## src/rtl/mpc_pkg.sv

```systemverilog
// Types and constants of the motion and pulse conditioning block.
// No dependencies; used by every other file but the defines header.
package mpc_pkg;

   localparam int PEAK_LIMIT = 5;
   localparam int CSR_INDEX_W = 2;
   localparam int CSR_DATA_W = 16;

   localparam logic [CSR_INDEX_W-1:0] REG_FILTER_ALPHA = 2'd0;
   localparam logic [CSR_INDEX_W-1:0] REG_RATE_MIN = 2'd1;
   localparam logic [CSR_INDEX_W-1:0] REG_RATE_MAX = 2'd2;

   localparam logic [15:0] ALPHA_RESET = 16'd13107;
   localparam logic [7:0] RATE_MIN_RESET = 8'd40;
   localparam logic [7:0] RATE_MAX_RESET = 8'd200;
   localparam logic [16:0] DECAY_Q16 = 17'd58982;
   localparam logic [25:0] USEC_PER_MIN = 26'd60000000;

   localparam int MUL_A_W = 37;
   localparam int MUL_B_W = 18;
   localparam int MUL_P_W = MUL_A_W + MUL_B_W;

   typedef struct packed {
      logic [47:0] time_us;
      logic signed [15:0] acc_x;
      logic signed [15:0] acc_y;
      logic signed [15:0] acc_z;
      logic signed [15:0] rot_x;
      logic signed [15:0] rot_y;
      logic signed [15:0] rot_z;
      logic pulse_present;
      logic [17:0] ir_sample;
   } req_data_type;

   typedef struct packed {
      logic signed [15:0] fil_acc_x;
      logic signed [15:0] fil_acc_y;
      logic signed [15:0] fil_acc_z;
      logic signed [15:0] fil_rot_x;
      logic signed [15:0] fil_rot_y;
      logic signed [15:0] fil_rot_z;
      logic [15:0] acc_magnitude;
      logic [19:0] activity;
      logic [7:0] beat_rate;
      logic beat_rate_valid;
      logic [47:0] time_out;
   } rsp_data_type;

   // Status of an iterative unit
   typedef struct packed {
      logic busy;
   } unit_status_type;

   typedef enum logic [3:0] {
      ST_IDLE,
      ST_FILT_MUL,
      ST_FILT_ACC,
      ST_SQ_MUL,
      ST_SQ_ACC,
      ST_SQRT_START,
      ST_SQRT_WAIT,
      ST_DEC_MUL,
      ST_DEC_ACC,
      ST_PULSE,
      ST_OUT
   } state_type;

endpackage

```

## src/rtl/mpc_req_if.sv

```systemverilog
// Input item channel of the conditioning block.
// Depends on mpc_pkg.
interface mpc_req_if;
   logic valid;
   logic ready;
   mpc_pkg::req_data_type data;

   modport source (output valid, output data, input ready);
   modport sink (input valid, input data, output ready);
endinterface

```

## src/rtl/mpc_rsp_if.sv

```systemverilog
// Result item channel of the conditioning block.
// Depends on mpc_pkg.
interface mpc_rsp_if;
   logic valid;
   logic ready;
   mpc_pkg::rsp_data_type data;

   modport source (output valid, output data, input ready);
   modport sink (input valid, input data, output ready);
endinterface

```

## src/rtl/mpc_mul.sv

```systemverilog
// Shared signed multiplier with a registered product.
// Depends on mpc_pkg.
module mpc_mul (
   input  logic clock,
   input  logic signed [mpc_pkg::MUL_A_W-1:0] a,
   input  logic signed [mpc_pkg::MUL_B_W-1:0] b,
   output logic signed [mpc_pkg::MUL_P_W-1:0] p
);
   logic signed [mpc_pkg::MUL_P_W-1:0] prod_ff;

   always_ff @(posedge clock) begin
      prod_ff <= a * b;
   end

   assign p = prod_ff;
endmodule

```

## src/rtl/mpc_isqrt.sv

```systemverilog
// Bit-pair integer square root of a 32-bit value, one result bit a cycle.
// Depends on mpc_pkg.
module mpc_isqrt (
   input  logic clock,
   input  logic reset,
   input  logic start,
   input  logic [31:0] value,
   output logic [15:0] root,
   output mpc_pkg::unit_status_type status
);
   logic [31:0] rem_ff;
   logic [31:0] root_ff;
   logic [31:0] bit_ff;
   logic [3:0] iter_ff;
   logic busy_ff;
   logic [32:0] trial;

   assign trial = {1'b0, root_ff} + {1'b0, bit_ff};

   // control
   always_ff @(posedge clock) begin
      if (reset) begin
         busy_ff <= 1'b0;
         iter_ff <= '0;
      end else if (start) begin
         busy_ff <= 1'b1;
         iter_ff <= 4'd15;
      end else if (busy_ff) begin
         iter_ff <= iter_ff - 4'd1;
         if (iter_ff == 4'd0) begin
            busy_ff <= 1'b0;
         end
      end
   end

   // one step per cycle
   always_ff @(posedge clock) begin
      if (start) begin
         rem_ff <= value;
         root_ff <= '0;
         bit_ff <= 32'h4000_0000;
      end else if (busy_ff) begin
         if ({1'b0, rem_ff} >= trial) begin
            rem_ff <= rem_ff - trial[31:0];
            root_ff <= (root_ff >> 1) + bit_ff;
         end else begin
            root_ff <= root_ff >> 1;
         end
         bit_ff <= bit_ff >> 2;
      end
   end

   assign root = root_ff[15:0];
   assign status.busy = busy_ff;
endmodule

```

## src/rtl/mpc_div.sv

```systemverilog
// Restoring divider: 60000000 / interval, one quotient bit a cycle.
// Depends on mpc_pkg.
module mpc_div (
   input  logic clock,
   input  logic reset,
   input  logic start,
   input  logic [47:0] divisor,
   output logic [25:0] quotient,
   output mpc_pkg::unit_status_type status
);
   logic [48:0] rem_ff;
   logic [25:0] quo_ff;
   logic [47:0] dvs_ff;
   logic [4:0] iter_ff;
   logic busy_ff;
   logic [48:0] shifted;

   assign shifted = {rem_ff[47:0], quo_ff[25]};

   // control
   always_ff @(posedge clock) begin
      if (reset) begin
         busy_ff <= 1'b0;
         iter_ff <= '0;
      end else if (start) begin
         busy_ff <= 1'b1;
         iter_ff <= 5'd25;
      end else if (busy_ff) begin
         iter_ff <= iter_ff - 5'd1;
         if (iter_ff == 5'd0) begin
            busy_ff <= 1'b0;
         end
      end
   end

   // dividend bits shift out of the quotient register, quotient bits in
   always_ff @(posedge clock) begin
      if (start) begin
         rem_ff <= '0;
         quo_ff <= mpc_pkg::USEC_PER_MIN;
         dvs_ff <= divisor;
      end else if (busy_ff) begin
         if (shifted >= {1'b0, dvs_ff}) begin
            rem_ff <= shifted - {1'b0, dvs_ff};
            quo_ff <= {quo_ff[24:0], 1'b1};
         end else begin
            rem_ff <= shifted;
            quo_ff <= {quo_ff[24:0], 1'b0};
         end
      end
   end

   assign quotient = quo_ff;
   assign status.busy = busy_ff;
endmodule

```

## src/rtl/motion_and_pulse_conditioning.sv

```systemverilog
// Motion and pulse conditioning block.
//
// req_chan (sink) takes one item: time stamp, three acceleration and three
// angular-rate samples and an optional infrared pulse reading. rsp_chan
// (source) returns exactly one result item per input item: six low-pass
// filtered channels, the acceleration magnitude, the activity level, the
// smoothed beat rate with its valid flag and the time stamp.
// csr_we/csr_index/csr_wdata write filter_alpha (0), rate_min_bpm (1) and
// rate_max_bpm (2); other indexes are ignored.
// One shared multiplier runs six filter updates and three squares (a
// multiply and an accumulate state each), then a start state, the wait
// on the 16-step square root, the activity decay (multiply and
// accumulate), the pulse state waiting on the divider, and the output
// state. The 26-step beat interval divider runs alongside. req_chan.ready
// is high only while idle, so a new item waits until the result is loaded.
// A finished result waits in the output register while the receiver
// stalls; the block holds in its last state until that register is free.
// Reset (synchronous, active high) clears all filter and pulse state and
// loads the register defaults; no clearing pass is needed.
// Depends on mpc_pkg, mpc_req_if, mpc_rsp_if, mpc_mul, mpc_isqrt, mpc_div.
module motion_and_pulse_conditioning (
   input  logic clock,
   input  logic reset,
   mpc_req_if.sink req_chan,
   mpc_rsp_if.source rsp_chan,
   input  logic csr_we,
   input  logic [mpc_pkg::CSR_INDEX_W-1:0] csr_index,
   input  logic [mpc_pkg::CSR_DATA_W-1:0] csr_wdata
);
   mpc_pkg::state_type state_ff, state_in;

   logic [15:0] alpha_ff;
   logic [7:0] rate_min_ff;
   logic [7:0] rate_max_ff;

   mpc_pkg::req_data_type item_ff;
   logic signed [31:0] filt_ff [6];
   logic signed [15:0] cnt_ff [6];
   logic [2:0] ch_ff;
   logic [31:0] sumsq_ff;
   logic [35:0] decayed_ff;
   logic [15:0] prev_mag_ff;
   logic [15:0] mag_ff;
   logic [35:0] act_ff;
   logic [17:0] prev_ir_ff;
   logic [7:0] rate_ff;
   logic [2:0] count_ff;
   logic [47:0] last_peak_ff;

   logic rsp_valid_ff;
   mpc_pkg::rsp_data_type rsp_data_ff;

   logic accept;
   logic rsp_load;
   logic sqrt_start;
   logic signed [mpc_pkg::MUL_A_W-1:0] mul_a;
   logic signed [mpc_pkg::MUL_B_W-1:0] mul_b;
   logic signed [mpc_pkg::MUL_P_W-1:0] mul_p;

   logic [15:0] sqrt_root;
   mpc_pkg::unit_status_type sqrt_stat;
   logic [25:0] div_q;
   mpc_pkg::unit_status_type div_stat;

   logic signed [15:0] sample;
   logic signed [31:0] filt_cur;
   logic signed [33:0] filt_diff;
   logic signed [mpc_pkg::MUL_P_W-1:0] mix_sh;
   logic signed [31:0] filt_new;
   logic signed [32:0] round_sum;
   logic signed [16:0] counts;
   logic signed [15:0] counts_sat;
   logic [15:0] mag_delta;
   logic [36:0] act_sum;
   logic peak;
   logic attempt;
   logic rate_ok;
   logic [9:0] rate_mix;

   assign accept = req_chan.valid && req_chan.ready;

   mpc_mul u_mul (.clock(clock), .a(mul_a), .b(mul_b), .p(mul_p));

   mpc_isqrt u_isqrt (
      .clock(clock), .reset(reset), .start(sqrt_start), .value(sumsq_ff),
      .root(sqrt_root), .status(sqrt_stat)
   );

   mpc_div u_div (
      .clock(clock), .reset(reset), .start(accept),
      .divisor(req_chan.data.time_us - last_peak_ff),
      .quotient(div_q), .status(div_stat)
   );

   // configuration registers
   always_ff @(posedge clock) begin
      if (reset) begin
         alpha_ff <= mpc_pkg::ALPHA_RESET;
         rate_min_ff <= mpc_pkg::RATE_MIN_RESET;
         rate_max_ff <= mpc_pkg::RATE_MAX_RESET;
      end else if (csr_we) begin
         case (csr_index)
            mpc_pkg::REG_FILTER_ALPHA: alpha_ff <= csr_wdata;
            mpc_pkg::REG_RATE_MIN: rate_min_ff <= csr_wdata[7:0];
            mpc_pkg::REG_RATE_MAX: rate_max_ff <= csr_wdata[7:0];
            default: ;
         endcase
      end
   end

   // sample of the current channel
   always_comb begin
      case (ch_ff)
         3'd0: sample = item_ff.acc_x;
         3'd1: sample = item_ff.acc_y;
         3'd2: sample = item_ff.acc_z;
         3'd3: sample = item_ff.rot_x;
         3'd4: sample = item_ff.rot_y;
         3'd5: sample = item_ff.rot_z;
         default: sample = '0;
      endcase
   end

   // filter arithmetic: f' = f + floor(alpha * ((x << 16) - f) / 65536)
   assign filt_cur = filt_ff[ch_ff];
   assign filt_diff = {{2{sample[15]}}, sample, 16'd0} - {{2{filt_cur[31]}}, filt_cur};
   assign mix_sh = mul_p >>> 16;
   assign filt_new = filt_cur + mix_sh[31:0];
   assign round_sum = {filt_new[31], filt_new} + 33'sd32768;
   assign counts = round_sum[32:16];
   assign counts_sat = (counts > 17'sd32767) ? 16'sh7fff :
                       (counts < -17'sd32768) ? 16'sh8000 : counts[15:0];

   // activity update
   assign mag_delta = (mag_ff >= prev_mag_ff) ? mag_ff - prev_mag_ff : prev_mag_ff - mag_ff;
   assign act_sum = {1'b0, decayed_ff} + {5'd0, mag_delta, 16'd0};

   // beat rate decision
   assign peak = item_ff.pulse_present && (item_ff.ir_sample < prev_ir_ff) &&
                 (prev_ir_ff != '0);
   assign attempt = peak && (last_peak_ff != '0) &&
                    (count_ff < 3'(mpc_pkg::PEAK_LIMIT)) &&
                    (item_ff.time_us > last_peak_ff);
   assign rate_ok = (div_q >= {18'd0, rate_min_ff}) && (div_q <= {18'd0, rate_max_ff});
   assign rate_mix = ({2'd0, rate_ff} * 10'd3 + {2'd0, div_q[7:0]}) >> 2;

   // next state
   always_comb begin
      state_in = state_ff;
      case (state_ff)
         mpc_pkg::ST_IDLE: if (accept) state_in = mpc_pkg::ST_FILT_MUL;
         mpc_pkg::ST_FILT_MUL: state_in = mpc_pkg::ST_FILT_ACC;
         mpc_pkg::ST_FILT_ACC: begin
            state_in = (ch_ff == 3'd5) ? mpc_pkg::ST_SQ_MUL : mpc_pkg::ST_FILT_MUL;
         end
         mpc_pkg::ST_SQ_MUL: state_in = mpc_pkg::ST_SQ_ACC;
         mpc_pkg::ST_SQ_ACC: begin
            state_in = (ch_ff == 3'd2) ? mpc_pkg::ST_SQRT_START : mpc_pkg::ST_SQ_MUL;
         end
         mpc_pkg::ST_SQRT_START: state_in = mpc_pkg::ST_SQRT_WAIT;
         mpc_pkg::ST_SQRT_WAIT: if (!sqrt_stat.busy) state_in = mpc_pkg::ST_DEC_MUL;
         mpc_pkg::ST_DEC_MUL: state_in = mpc_pkg::ST_DEC_ACC;
         mpc_pkg::ST_DEC_ACC: state_in = mpc_pkg::ST_PULSE;
         mpc_pkg::ST_PULSE: if (!div_stat.busy) state_in = mpc_pkg::ST_OUT;
         mpc_pkg::ST_OUT: if (rsp_load) state_in = mpc_pkg::ST_IDLE;
         default: state_in = mpc_pkg::ST_IDLE;
      endcase
   end

   // outputs of the sequencer
   always_comb begin
      req_chan.ready = 1'b0;
      sqrt_start = 1'b0;
      rsp_load = 1'b0;
      mul_a = '0;
      mul_b = '0;
      case (state_ff)
         mpc_pkg::ST_IDLE: req_chan.ready = 1'b1;
         mpc_pkg::ST_FILT_MUL: begin
            mul_a = {{3{filt_diff[33]}}, filt_diff};
            mul_b = {2'b00, alpha_ff};
         end
         mpc_pkg::ST_SQ_MUL: begin
            mul_a = {{21{cnt_ff[ch_ff][15]}}, cnt_ff[ch_ff]};
            mul_b = {{2{cnt_ff[ch_ff][15]}}, cnt_ff[ch_ff]};
         end
         mpc_pkg::ST_SQRT_START: sqrt_start = 1'b1;
         mpc_pkg::ST_DEC_MUL: begin
            mul_a = {1'b0, act_ff};
            mul_b = {1'b0, mpc_pkg::DECAY_Q16};
         end
         mpc_pkg::ST_OUT: rsp_load = !rsp_valid_ff || rsp_chan.ready;
         default: ;
      endcase
   end

   always_ff @(posedge clock) begin
      if (reset) state_ff <= mpc_pkg::ST_IDLE;
      else state_ff <= state_in;
   end

   // channel counter
   always_ff @(posedge clock) begin
      if (reset) begin
         ch_ff <= '0;
      end else if ((state_ff == mpc_pkg::ST_FILT_ACC && ch_ff == 3'd5) ||
                   (state_ff == mpc_pkg::ST_SQ_ACC && ch_ff == 3'd2)) begin
         ch_ff <= '0;
      end else if (state_ff == mpc_pkg::ST_FILT_ACC || state_ff == mpc_pkg::ST_SQ_ACC) begin
         ch_ff <= ch_ff + 3'd1;
      end
   end

   // input item and scratch values
   always_ff @(posedge clock) begin
      if (accept) begin
         item_ff <= req_chan.data;
         sumsq_ff <= '0;
      end
      if (state_ff == mpc_pkg::ST_SQ_ACC) begin
         sumsq_ff <= sumsq_ff + mul_p[31:0];
      end
      if (state_ff == mpc_pkg::ST_FILT_ACC) begin
         cnt_ff[ch_ff] <= counts_sat;
      end
      if (state_ff == mpc_pkg::ST_SQRT_WAIT) begin
         mag_ff <= sqrt_root;
      end
      if (state_ff == mpc_pkg::ST_DEC_ACC) begin
         decayed_ff <= mul_p[51:16];
      end
   end

   // persistent filter and pulse state
   always_ff @(posedge clock) begin
      if (reset) begin
         for (int i = 0; i < 6; i++) filt_ff[i] <= '0;
         prev_mag_ff <= '0;
         act_ff <= '0;
         prev_ir_ff <= '0;
         rate_ff <= '0;
         count_ff <= '0;
         last_peak_ff <= '0;
      end else begin
         if (state_ff == mpc_pkg::ST_FILT_ACC) begin
            filt_ff[ch_ff] <= filt_new;
         end
         // decayed value is registered in DEC_ACC, before PULSE
         if (state_ff == mpc_pkg::ST_PULSE && !div_stat.busy) begin
            prev_mag_ff <= mag_ff;
            act_ff <= act_sum[36] ? 36'hf_ffff_ffff : act_sum[35:0];
            if (item_ff.pulse_present) begin
               prev_ir_ff <= item_ff.ir_sample;
               if (peak) last_peak_ff <= item_ff.time_us;
               if (attempt && rate_ok) begin
                  rate_ff <= rate_mix[7:0];
                  count_ff <= count_ff + 3'd1;
               end
            end
         end
      end
   end

   // result register
   always_ff @(posedge clock) begin
      if (reset) begin
         rsp_valid_ff <= 1'b0;
      end else if (rsp_load) begin
         rsp_valid_ff <= 1'b1;
      end else if (rsp_chan.ready) begin
         rsp_valid_ff <= 1'b0;
      end
   end

   always_ff @(posedge clock) begin
      if (rsp_load) begin
         rsp_data_ff.fil_acc_x <= cnt_ff[0];
         rsp_data_ff.fil_acc_y <= cnt_ff[1];
         rsp_data_ff.fil_acc_z <= cnt_ff[2];
         rsp_data_ff.fil_rot_x <= cnt_ff[3];
         rsp_data_ff.fil_rot_y <= cnt_ff[4];
         rsp_data_ff.fil_rot_z <= cnt_ff[5];
         rsp_data_ff.acc_magnitude <= mag_ff;
         rsp_data_ff.activity <= act_ff[35:16];
         rsp_data_ff.beat_rate <= item_ff.pulse_present ? rate_ff : 8'd0;
         rsp_data_ff.beat_rate_valid <= item_ff.pulse_present && (count_ff >= 3'd3);
         rsp_data_ff.time_out <= item_ff.time_us;
      end
   end

   assign rsp_chan.valid = rsp_valid_ff;
   assign rsp_chan.data = rsp_data_ff;
endmodule

```

## src/flat_wrapper.sv

```systemverilog
// flat-port wrapper written by rule: the top's interface ports become plain ports
module motion_and_pulse_conditioning_flat 
  (clock, reset, csr_we, csr_index, csr_wdata, req_chan_valid, req_chan_data, req_chan_ready, rsp_chan_valid, rsp_chan_data, rsp_chan_ready);
  mpc_req_if req_chan_i ();
  mpc_rsp_if rsp_chan_i ();
  input  logic clock;
  input  logic reset;
  input  logic csr_we;
  input  logic [mpc_pkg::CSR_INDEX_W-1:0] csr_index;
  input  logic [mpc_pkg::CSR_DATA_W-1:0] csr_wdata;
  input wire logic [$bits(req_chan_i.valid)-1:0] req_chan_valid;
  input wire logic [$bits(req_chan_i.data)-1:0] req_chan_data;
  output wire logic [$bits(req_chan_i.ready)-1:0] req_chan_ready;
  output wire logic [$bits(rsp_chan_i.valid)-1:0] rsp_chan_valid;
  output wire logic [$bits(rsp_chan_i.data)-1:0] rsp_chan_data;
  input wire logic [$bits(rsp_chan_i.ready)-1:0] rsp_chan_ready;
  assign req_chan_i.valid = req_chan_valid;
  assign req_chan_i.data = req_chan_data;
  assign req_chan_ready = req_chan_i.ready;
  assign rsp_chan_valid = rsp_chan_i.valid;
  assign rsp_chan_data = rsp_chan_i.data;
  assign rsp_chan_i.ready = rsp_chan_ready;
  motion_and_pulse_conditioning u_core (.clock(clock), .reset(reset), .req_chan(req_chan_i), .rsp_chan(rsp_chan_i), .csr_we(csr_we), .csr_index(csr_index), .csr_wdata(csr_wdata));
endmodule
```

## config.mk

```make
export PLATFORM = sky130hd
export DESIGN_NAME = motion_and_pulse_conditioning_flat
export DESIGN_NICKNAME = d
export VERILOG_FILES = /design/src/rtl/mpc_pkg.sv /design/src/rtl/mpc_req_if.sv /design/src/rtl/mpc_rsp_if.sv /design/src/rtl/mpc_mul.sv /design/src/rtl/mpc_isqrt.sv /design/src/rtl/mpc_div.sv /design/src/rtl/motion_and_pulse_conditioning.sv /design/src/flat_wrapper.sv
export SDC_FILE = /design/constraint.sdc
export NUM_CORES = 2
export LEC_CHECK = 0
export BUFFER_PORTS_ARGS = -buffer_cell sky130_fd_sc_hd__buf_4
export CAP_MARGIN = 20
export CORE_UTILIZATION = 65
export CTS_CLUSTER_SIZE = 40
export DETAILED_ROUTE_END_ITERATION = 10
export GPL_TIMING_DRIVEN = 1
export HOLD_SLACK_MARGIN = 0.15
export PLACE_DENSITY = 0.93
export RECOVER_POWER = 100
export SETUP_SLACK_MARGIN = 0.15
export SKIP_CTS_REPAIR_TIMING = 1
export SYNTH_ARGS = -nofsm -noshare
export SYNTH_HDL_FRONTEND = slang
export SYNTH_SLANG_ARGS = --single-unit
```

## constraint.sdc

```tcl
create_clock -name clock -period 28.9 [get_ports clock]
set_input_delay 1.445 -clock clock [delete_from_list [all_inputs] [get_ports clock]]
set_output_delay 1.445 -clock clock [all_outputs]
set_load 0.005 [all_outputs]
```

==> results.py <==
metrics = {
    "synth": {
        "ys_types": 101,
        "syn-cell-area_um2": 84500,
        "yosysSeqAreaShare_pct": 40.44,
        "synth_area_per_cell_um2": 10.64,
        "ys_dominant_reg_cell": "edfxtp_1",
        "synth_async_sr_flop_share_pct": 0,
        "synth_edf_count": 900,
        "netlist_instances": 7944,
        "yosysWarnings": 0,
        "ys_ff_latch": 1257,
    },
    "place": {
        "dpl.hpwl_um": 184500,
        "gp_congestion": 0.9868,
        "portBuffers": 376,
        "placed_cell_area_um2": 89180,
    },
    "worst_setup_path": {
        "crit_path_max_incr_delay_ps": 2290,
        "cpLargestDelayFamily": "compound AO/OA/AOI/OAI gates",
        "critPathCaptureType": "flop",
        "critPathArrivalTime_ps": 16380,
        "crit_top_cell": "fa_1",
        "crit_required_ps": 29630,
        "worstSetupPathType": "flop to flop",
        "critPathLaunchType": "flop",
        "path_buf_inv": 5,
        "path_max_fanout": 52,
        "slowest_stage": "clkbuf_1",
    },
    "sta": {
        "min_period_ps": 15650,
        "drv_slew": 1724,
        "fmax_mhz": 63.89,
        "tightest_slew_ps": 4536,
        "setup_viol": 0,
        "hold_viol_final": 0,
        "period_share_pct": 54.16,
        "finClkSkew_ps": 82.64,
        "rsz0062_at_grt": "false",
        "tns_ps": 0,
        "slew-limit-headroom_pct": -202.4,
    },
    "clock_tree": {
        "cts_buffers": 121,
        "cts_tree": "built",
        "htreeDepth": 3,
        "path_clk_slew_ps": 70,
        "clock_latency_ps": 840,
        "cts_buffer_depth": 3,
        "cts-root-buf": "clkbuf_16",
        "cts.sinks": 1257,
    },
    "grt": {
        "grt-ovfl-total": 0,
        "grt_max_degree": 109,
        "grt_pass1_vias": 67650,
        "grtUsageTotal_pct": 39.68,
        "grt_pass1_wl_um": 395600,
        "antenna_found_initial": 22,
    },
    "layout": {
        "drive_above_1_share_pct": 7.897,
        "nets": 9575,
        "fin_area_um2": 92630,
        "area_growth_pct": 9.619,
    },
    "floorplan": {
        "io_pins": 377,
        "rows": 131,
        "initial_core_util_pct": 65.92,
        "die_y_um": 362.6,
        "die_x_um": 362.6,
        "dieArea_um2": 131400,
        "core_um2": 128200,
    },
    "power": {
        "switchingPower_uw": 2047,
        "clkPwrFrac_pct": 29.4,
        "total_leakage_power_uw": 0.03831,
        "swShare_pct": 35.47,
        "pwr-share-seq_pct": 39.2,
        "p_comb_share_pct": 31.4,
        "intPower_uw": 3724,
        "max-vdd-ir-drop_uv": 68.75,
        "power_per_cell_area_nw_per_um2": 62.31,
    },
    "detailed_routing": {
        "ant_nets": 0,
        "avgRoutedWirePerCell_um": 25.85,
        "num_vias": 66140,
        "finalWirelength_um": 261100,
        "first_pass_iters": 11,
        "drt_iter0_drc": 9035,
        "drc": 8,
        "viasPerCell": 6.549,
    },
    "run": {
        "maxCapViolCount": 40,
    },
    "run_status": {
        "violations": "design-rule violations, max-capacitance violations, max-slew violations",
        "status": "finished, violations left",
    },
    "hold_path": {
        "hp-class": "flop to flop",
        "hold_start": "u_core.u_mul.p[49]",
    },
}
## cells in the final DEF, fill, tap and decap left out, drive strengths merged, types with 49 or more instances in the layout
cell type,instances
o21ai,262
xnor2,215
inv,1008
nor3,92
a21oi,400
o21a,60
mux4,98
nand4,58
mux2i,194
a211oi,97
edfxtp,900
ha,515
and2,66
a31oi,55
nand3,70
nand2b,91
buf,76
xor2,142
nor2,790
clkinv,52
nand2,778
a21o,203
nor2b,79
dfxtp,357
fa,624
o21bai,49
clkbuf,548
## final cells by class
class / instances / area [um2]
clock inverter: 80 / 960.9
inverter: 1005 / 3774
antenna: 12 / 30.03
timing repair buffer: 473 / 2788
fill: 8328 / 35550
tap: 1729 / 2163
sequential: 1257 / 34180
clock buffer: 151 / 3271
multi-input combinational: 5392 / 45460
## path summary, 6_finish.rpt
path / end / slack, ps / cells past startpoint
max: u_core.u_mul.p[50] / 13250 / 29
min reg2reg: u_core.decayed_ff[33] / 430 / 0
max reg2reg: u_core.u_mul.p[50] / 13250 / 29
min: u_core.decayed_ff[33] / 430 / 0
## through the flow
| stage | cells | utilization [%] | worst slack (ps) | power (uW) | hold WS [ps] |
|---|---|---|---|---|---|
| 2_1_floorplan | 7959 | - | 17910 | 3477 | 385.5 |
| 3_3_place_gp | 9849 | 69.56 | 16050 | 3930 | 405.1 |
| 3_5_place_dp | 9851 | 69.58 | 15760 | 4012 | 406.1 |
| 4_1_cts | 10080 | 72.88 | 15520 | 5707 | 421.6 |
| 5_1_grt | 10090 | 72.25 | 13100 | 5964 | 425.2 |
| 6_report | 10100 | 72.27 | 13250 | 5771 | 426.9 |
## layer usage
metal  GRT usage (%)  routed length (um)  vias up
met5          0.9619                 287        -
met4           25.56               20690       20
met3           11.41               33630     1425
met2           62.80              118700     5058
met1           47.55               87720    31840
li1                -                   -    27790
## power groups by stage
| stage | combinational, uW | clock (uW) | sequential, uW |
|---|---|---|---|
| after floorplan | 1250 | 0 | 2230 |
| after detailed placement | 1730 | 0 | 2290 |
| final | 1810 | 1690 | 2270 |
| after global routing | 1940 | 1750 | 2270 |
| after CTS | 1770 | 1690 | 2250 |
| after global placement | 1650 | 0 | 2280 |
## synth_stat cells, types with 17 or more instances
| master | instances | area, um2 |
|---|---|---|
| nand3b_1 | 20 | 150.1 |
| or2_2 | 19 | 118.9 |
| mux2_2 | 22 | 247.7 |
| buf_2 | 39 | 195.2 |
| mux2i_1 | 194 | 1942 |
| xor2_1 | 142 | 1244 |
| nand2_1 | 778 | 2920 |
| a211oi_1 | 97 | 728.2 |
| xnor2_1 | 215 | 1883 |
| o21bai_1 | 49 | 367.9 |
| inv_1 | 999 | 3750 |
| o211ai_1 | 23 | 172.7 |
| edfxtp_1 | 900 | 27030 |
| nand4_1 | 56 | 350.3 |
| nand3_1 | 70 | 350.3 |
| a21o_1 | 203 | 1524 |
| and2_1 | 65 | 406.6 |
| clkbuf_1 | 243 | 912.1 |
| nor2b_1 | 79 | 494.2 |
| mux4_2 | 98 | 2207 |
| dfxtp_1 | 357 | 7147 |
| a21oi_1 | 395 | 1977 |
| nor3_1 | 87 | 435.4 |
| nor2_1 | 789 | 2962 |
| a31oi_1 | 55 | 344.1 |
| a221o_1 | 38 | 380.4 |
| nor4_1 | 31 | 193.9 |
| a211o_1 | 17 | 148.9 |
| o21ai_0 | 244 | 1221 |
| and3_1 | 33 | 206.5 |
| ha_1 | 515 | 6444 |
| nand2b_1 | 91 | 569.3 |
| fa_1 | 624 | 12490 |
| a222oi_1 | 21 | 210.2 |
| o21a_1 | 60 | 450.4 |
## flip-flops by register name (all words and copies together) (netlist names), 36 cells and up, named ones only
name / cells
u_core.u_div.rem_ff: 48
u_core.last_peak_ff: 48
u_core.cnt_ff: 128
u_core.rsp_chan.data: 93
u_core.u_div.dvs_ff: 48
u_core.filt_ff: 256
u_core.u_mul.p: 52
rsp_chan_data: 96
u_core.act_ff: 36
u_core.decayed_ff: 36
u_core.item_ff: 163
## cells by family (layout without fill, tap and decap cells)
family | after synthesis | after routing | synth area share, %
DFF | 1257 | 1257 | 40.44
adders and majority gates | 1139 | 1139 | 22.41
and+or+nand+nor | 2186 | 2186 | 11.55
muxes | 315 | 315 | 5.221
AOI/OAI and AO/OA | 1377 | 1377 | 10.73
buffers and inverters | 1310 | 1709 | 5.913
xor gates and xnor gates | 358 | 358 | 3.727
other | 2 | 29 | 0.008888
Note: power is estimated with default switching activity, not from simulation.
